<file path="src/rtl/core/fsrc_pkg.sv">
package fsrc_pkg;

    localparam int BYTE_W = 8;
    localparam int CFG_IDX_W = 8;

    // Configuration register indexes
    localparam logic [CFG_IDX_W-1:0] CFG_START_MARKER = 8'd0;
    localparam logic [CFG_IDX_W-1:0] CFG_END_MARKER   = 8'd1;
    localparam logic [CFG_IDX_W-1:0] CFG_ACK_VALUE    = 8'd2;
    localparam logic [CFG_IDX_W-1:0] CFG_NAK_VALUE    = 8'd3;

    // Register reset values
    localparam logic [BYTE_W-1:0] RST_START_MARKER = 8'h02;
    localparam logic [BYTE_W-1:0] RST_END_MARKER   = 8'h03;
    localparam logic [BYTE_W-1:0] RST_ACK_VALUE    = 8'h06;
    localparam logic [BYTE_W-1:0] RST_NAK_VALUE    = 8'h15;

    localparam logic [1:0] COUNT_MAX = 2'd3;
    localparam logic [1:0] COUNT_MIN_FRAME = 2'd2;

    // Running frame summary
    typedef struct packed {
        logic [BYTE_W-1:0] byte_sum;
        logic [BYTE_W-1:0] newest_byte;
        logic [BYTE_W-1:0] previous_byte;
        logic [1:0]        frame_count;
    } t_frame_state;

    // What one received byte does to the frame
    typedef struct packed {
        logic advance;
        logic is_start;
        logic is_end;
    } t_byte_ctrl;

    // ASCII hex digit decode: {is_digit, value}
    function automatic logic [4:0] hex_decode(input logic [BYTE_W-1:0] c);
        logic [4:0] res;
        res = 5'd0;
        case (c) inside
            [8'h30:8'h39]: res = {1'b1, c[3:0]};
            [8'h41:8'h46],
            [8'h61:8'h66]: res = {1'b1, c[3:0] + 4'd9};
            default:       res = 5'd0;
        endcase
        return res;
    endfunction

endpackage

</file>
<file path="src/rtl/core/fsrc_frame_tracker.sv">
module fsrc_frame_tracker (
    input  logic                  i_clk,
    input  logic                  i_rst_n,
    input  fsrc_pkg::t_byte_ctrl  i_ctrl,
    input  logic [7:0]            i_byte,
    output logic                  o_good
);
    import fsrc_pkg::*;

    t_frame_state r_state;
    t_frame_state n_state;

    logic [4:0]        hi_dec;
    logic [4:0]        lo_dec;
    logic [BYTE_W-1:0] body_sum;

    always_comb begin
        n_state = r_state;
        if (i_ctrl.advance) begin
            if (i_ctrl.is_start) begin
                n_state = '0;
            end else if (!i_ctrl.is_end) begin
                n_state.byte_sum      = r_state.byte_sum + i_byte;
                n_state.previous_byte = r_state.newest_byte;
                n_state.newest_byte   = i_byte;
                if (r_state.frame_count != COUNT_MAX) begin
                    n_state.frame_count = r_state.frame_count + 2'd1;
                end
            end
        end
    end

    always_ff @(posedge i_clk) begin
        if (!i_rst_n) begin
            r_state <= '0;
        end else begin
            r_state <= n_state;
        end
    end

    // Check the two trailing hex digits against the sum of the bytes before them
    always_comb begin
        hi_dec   = hex_decode(r_state.previous_byte);
        lo_dec   = hex_decode(r_state.newest_byte);
        body_sum = r_state.byte_sum - r_state.newest_byte - r_state.previous_byte;
        o_good   = (r_state.frame_count >= COUNT_MIN_FRAME) && hi_dec[4] && lo_dec[4]
                   && ({hi_dec[3:0], lo_dec[3:0]} == body_sum);
    end

endmodule

</file>
<file path="config.mk">
export PLATFORM = sky130hd
export DESIGN_NAME = fsrc_frame_tracker
export DESIGN_NICKNAME = d
export VERILOG_FILES = /design/src/rtl/core/fsrc_pkg.sv /design/src/rtl/core/fsrc_frame_tracker.sv
export SDC_FILE = /design/constraint.sdc
export NUM_CORES = 1
export LEC_CHECK = 0
export ABC_AREA = 0
export BUFFER_PORTS_ARGS = -buffer_cell sky130_fd_sc_hd__buf_2
export CORE_UTILIZATION = 57
export CTS_BUF_LIST = sky130_fd_sc_hd__clkbuf_4
export DETAILED_ROUTE_END_ITERATION = 10
export GPL_ROUTABILITY_DRIVEN = 0
export PLACE_DENSITY = 0.79
export SLEW_MARGIN = 20
export SYNTH_ARGS = -nofsm -noshare
export SYNTH_HDL_FRONTEND = slang
export SYNTH_SLANG_ARGS = --single-unit
</file>
<file path="constraint.sdc">
create_clock -name i_clk -period 3.6 [get_ports i_clk]
set_input_delay 0.72 -clock i_clk [delete_from_list [all_inputs] [get_ports i_clk]]
set_output_delay 0.72 -clock i_clk [all_outputs]
set_load 0.01 [all_outputs]
</file>
After elaboration in Yosys (flattened, before gate mapping)
Cells that the tools add are included.
{ "word_totals": {"reg_bits": 26, "input_bits": 13, "elab_cells": 47} }
{ "op_classes": {"addsub": 6, "order_cmp": 13, "n_eq_ne": 3, "muxes": 7, "reduce_logical": 14} }
{ "ops": {"columns": ["cell", "count"], "rows": [
  ["$mux 26", 2],
  ["$ge 8x7->1 const B", 4],
  ["$le 8x7->1 const B", 4],
  ["$mux 5", 4],
  ["$ge 8x6->1 const B", 2],
  ["$le 8x6->1 const B", 2],
  ["$sub 8x8->8", 2],
  ["$logic_and 1x1->1", 9],
  ["$add 4x4->4 const B", 2],
  ["$add 8x8->8", 1],
  ["$eq 8x8->1", 1],
  ["$reduce_or 2->1", 2],
  ["$reduce_and 3->1", 1],
  ["$add 2x1->2 const B", 1],
  ["$ge 2x2->1 const B", 1],
  ["$mux 2", 1],
  ["$ne 2x1->1 const B", 1],
  ["$ne 2x2->1 const B", 1],
  ["$reduce_and 2->1", 1],
  ["$reduce_bool 2->1", 1]
]} }

Longest topological paths before layout
{ "logic_depth": {"ltp_word": 8, "mapped_depth": 13, "mapped_depth_nobuf": 13} }

Worst setup path after synthesis
Ideal clock, no wire load.
{ "synth_path": {"path_kind": "reg-to-output", "start": "register r_state[2] in the netlist's numbering", "end": "output port o_good", "arrival_ns": 3.050, "t_required_ns": 2.880, "slack_ns": -0.170, "stages_incl_launch_ff": 11, "n_path_buf": 0, "cell_sequence": "dfxtp_1 -> fa_1 -> inv_1 -> ha_1 -> or2_2 -> fa_1 -> xnor2_1 -> a211oi_1 -> a2111oi_2 -> o211ai_1 -> nor4_2"} }
{ "synth_between": {"elab_chain_len": 8, "word_cells_on_any_way": 18, "classes_between": "add/sub: 2; order compare: 6; eq/ne: 1; mux: 2; reduce/logical: 7"} }
{ "synth_rtl": {"columns": ["element", "line", "rtl"], "rows": [
  ["start, declared", "fsrc_frame_tracker.sv:10", "t_frame_state r_state;"],
  ["start signal, assigned", "fsrc_frame_tracker.sv:37", "r_state <= n_state;"],
  ["parallel branches: the longest is 7 deep, another holds $ge 8x7->1", null, null],
  ["$logic_and 1x1->1 (*)", "fsrc_frame_tracker.sv:47", "&& ({hi_dec[3:0], lo_dec[3:0]} == body_sum);"],
  ["end, declared", "fsrc_frame_tracker.sv:6", "output logic o_good"]
]} }
Every way passes the cells marked *.

Final worst setup path
Same ends and word-level chain as after synthesis.

==> flow_summary.yaml <==
status:
  status: "finished, violations left"
  violations: "negative setup slack"
synth:
  ys_ff_latch: 26
  synth_cell_types: 45
  synthCells: 267
  ys.flop_type: "dfxtp_1"
  synth_area_per_cell_um2: 8.32
  synth.net_count: 312
  synth_top_area_share_pct: 23.4
  synthTopCellsByArea: "dfxtp_1, ha_1, a21oi_1"
  yosysTopAreaCell: "dfxtp_1"
  seq_area_frac_synth_pct: 23.4
  synthesis.area_um2: 2220
  ys_warn_count: 0
  synth-edff-count: 0
  yosysMostFrequentCell: "a21oi_1"
  synth_commonest_cells: "a21oi_1, nor2_1, dfxtp_1"
  async_reset_ff_share_pct: 0
setup_path:
  cp_data_arrival_time_ns: 3.15
  r2r_cells: 9
  crit_path_start_kind: "flop"
  reg2reg_from: "r_state[19]$_SDFFE_PN0P_"
  required_ns: 2.88
  crit-reg2reg-capture: "r_state[25]$_SDFFE_PN0P_"
  r2r_setup_slack_ns: 1.10
  crit_path_end_kind: "output pin"
  critPathKind: "flop to output pin"
  worstPathMaxFanout: 2
routing:
  ant_nets: 0
  drc: 0
  finalWirelength_mm: 4.43
  avgViaCountPerCell: 5.66
  num_vias: 1872
  first_pass_iters: 4
  drtIter0Drc: 40
  wl_per_cell_um: 13.4
sta:
  finalCritPeriodShare_pct: 107
  totalNegativeSetupSlack_ns: -0.268
  setup_slack_ns: -0.268
  slew-limit-headroom_pct: 50.9
  slew_viol_final: 0
  fin_skew_ns: 0.00802
  period_minus_slack_ns: 3.87
  hold_ws_ns: 0.520
  final-setup-viol-count: 1
  fmax_mhz: 259
  worst_pin_slew_ns: 0.732
  hold_viol: 0
  rsz0062_at_grt: "yes"
clock_network:
  numCtsBuffers: 3
  cts_buffer_depth: 2
  h-tree-depth: 1
  clk_latency_ns: 0.32
  clock_sinks: 26
  cts_hold_buffers: 0
  cts_root_buf: "clkbuf_4"
  clk_pin_slew_ns: 0.14
  cts_tree: "yes"
final_layout:
  multiInputGateArea_um2: 1590
  n_fill_cell: 325
  largest_registers: "r_state (26)"
  fin_cells: 331
  final_area_um2: 2440
  num_antenna_cells: 0
  area_growth_pct: 9.63
  largest_reg_flops: 26
  top_register: "r_state"
  drive_gt1_share_pct: 14.5
  nNetsFinal: 330
  seq_area_um2: 523
floorplan:
  io_pins: 14
  dieHeight_um: 64.4
  start_util_pct: 60.2
  core_um2: 3690
  rows: 22
  die_area_um2: 4150
  dieWidth_um: 64.4
pwr:
  leakage_nw: 0.991
  cellPowerDensity_nw_per_um2: 271
  ir_drop_v: 0.000251
hold_path:
  hp-class: "flop to flop"
  holdPathStages: 2
  hp-start: "r_state[25]$_SDFFE_PN0P_"
  whs_endpoint: "r_state[25]$_SDFFE_PN0P_"
global_route:
  antenna_found_initial: 0
  grt_overflow: 0
  grt_pass1_vias: 1689
  grtUsageTotal_pct: 22.9
  grt_max_degree: 31
  grt_pass1_wl_mm: 7.46
placement:
  dp.cells: 328
  place_ws_ns: -0.0901
  dp_hpwl_mm: 3.54
  portBuffers: 13
  postPlaceCellArea_um2: 2400
run:
  cap_viol_max_count: 0
[cells by family after synthesis]
group           synth area share [%]
flops                           23.4
compound gates                  22.1
simple gates                    18.5
mux                            0.450
xor+xnor                        8.22
fa+ha+maj                       20.7
buf+inv                         6.59
[layout make-up]
cell class              count  area share (%)
repair buffers             24            6.06
flip-flops and latches     26            21.5
multi-input cells         204            65.1
well taps                  48            2.47
clock buffers               3           0.924
inverters                  26            4.01
[what timing repair did]
item                                    4_1_cts  5_1_grt
endpoints found under the hold margin         0        0
resized for setup                             4        0
endpoints found under the setup margin        1        1
pin swaps                                     4        0
buffers inserted                              0        0
[critical path: stages (launching register included)]
cell	delay (ns)
dfxtp_2	0.35
fa_1	0.55
inv_1	0.05
ha_2	0.16
or2_4	0.23
fa_2	0.38
a21o_1	0.18
a21oi_2	0.16
o21bai_1	0.08
a21oi_1	0.18
xnor2_1	0.11
nor4_2	0.23
buf_2	0.16
[power breakdown]
group,leakage [nW],internal [W],switching [W],total [W]
logic,0.766,0.000107,0.000123,0.000231
registers,0.212,0.000297,0.0000101,0.000307
clock network,0.0138,0.0000392,0.0000828,0.000122
[through the flow]
stage	total power [W]	util [%]
after floorplan	0.000488	-
after global placement	0.000535	65.2
after detailed placement	0.000542	65.2
after CTS	0.000661	66.0
after global routing	0.000696	66.0
final	0.000660	66.0
[placed cells by master, fill, tap and decap left out, drive strengths merged, types with 2 or more instances in the layout]
master / netlist / final
clkbuf: 10 / 3
xnor2: 15 / 15
nand2: 10 / 10
a21oi: 33 / 33
nor3b: 13 / 13
nor4: 3 / 3
o211ai: 3 / 3
o21ai: 6 / 6
or4b: 2 / 2
ha: 24 / 24
xor2: 5 / 5
fa: 8 / 8
nor3: 11 / 11
nand3: 3 / 3
nor2: 31 / 31
a311oi: 2 / 2
inv: 25 / 25
o21bai: 2 / 2
a21o: 8 / 8
a22oi: 5 / 5
dfxtp: 26 / 26
a31oi: 3 / 3
buf: 1 / 24
o41ai: 2 / 2
[how the worst max path moves through the flow]
| stage | endpoint | slack, ns | from |
|---|---|---|---|
| 3_3_place_gp | o_good | -0.02 | r_state[2]$_SDFFE_PN0P_ |
| 2_1_floorplan | o_good | 0.01 | r_state[10]$_SDFFE_PN0P_ |
| 3_5_place_dp | o_good | -0.09 | r_state[18]$_SDFFE_PN0P_ |
| 5_1_grt | o_good | -0.47 | r_state[2]$_SDFFE_PN0P_ |
| 4_1_cts | o_good | -0.29 | r_state[2]$_SDFFE_PN0P_ |
| 6_report | o_good | -0.27 | r_state[2]$_SDFFE_PN0P_ |
[per-layer routing]
layer / vias up / GRT usage (%) / share of wire [%] / wire [um]
met2: 20 / 37.6 / 46 / 2020
met3: 2 / 1.76 / 2.1 / 93
li1: 971 / - / - / -
met4: 0 / 7.50 / 0.61 / 27
met5: - / 0 / 0 / 0
met1: 879 / 31.7 / 52 / 2290
Power figures use the tool's default switching activity.
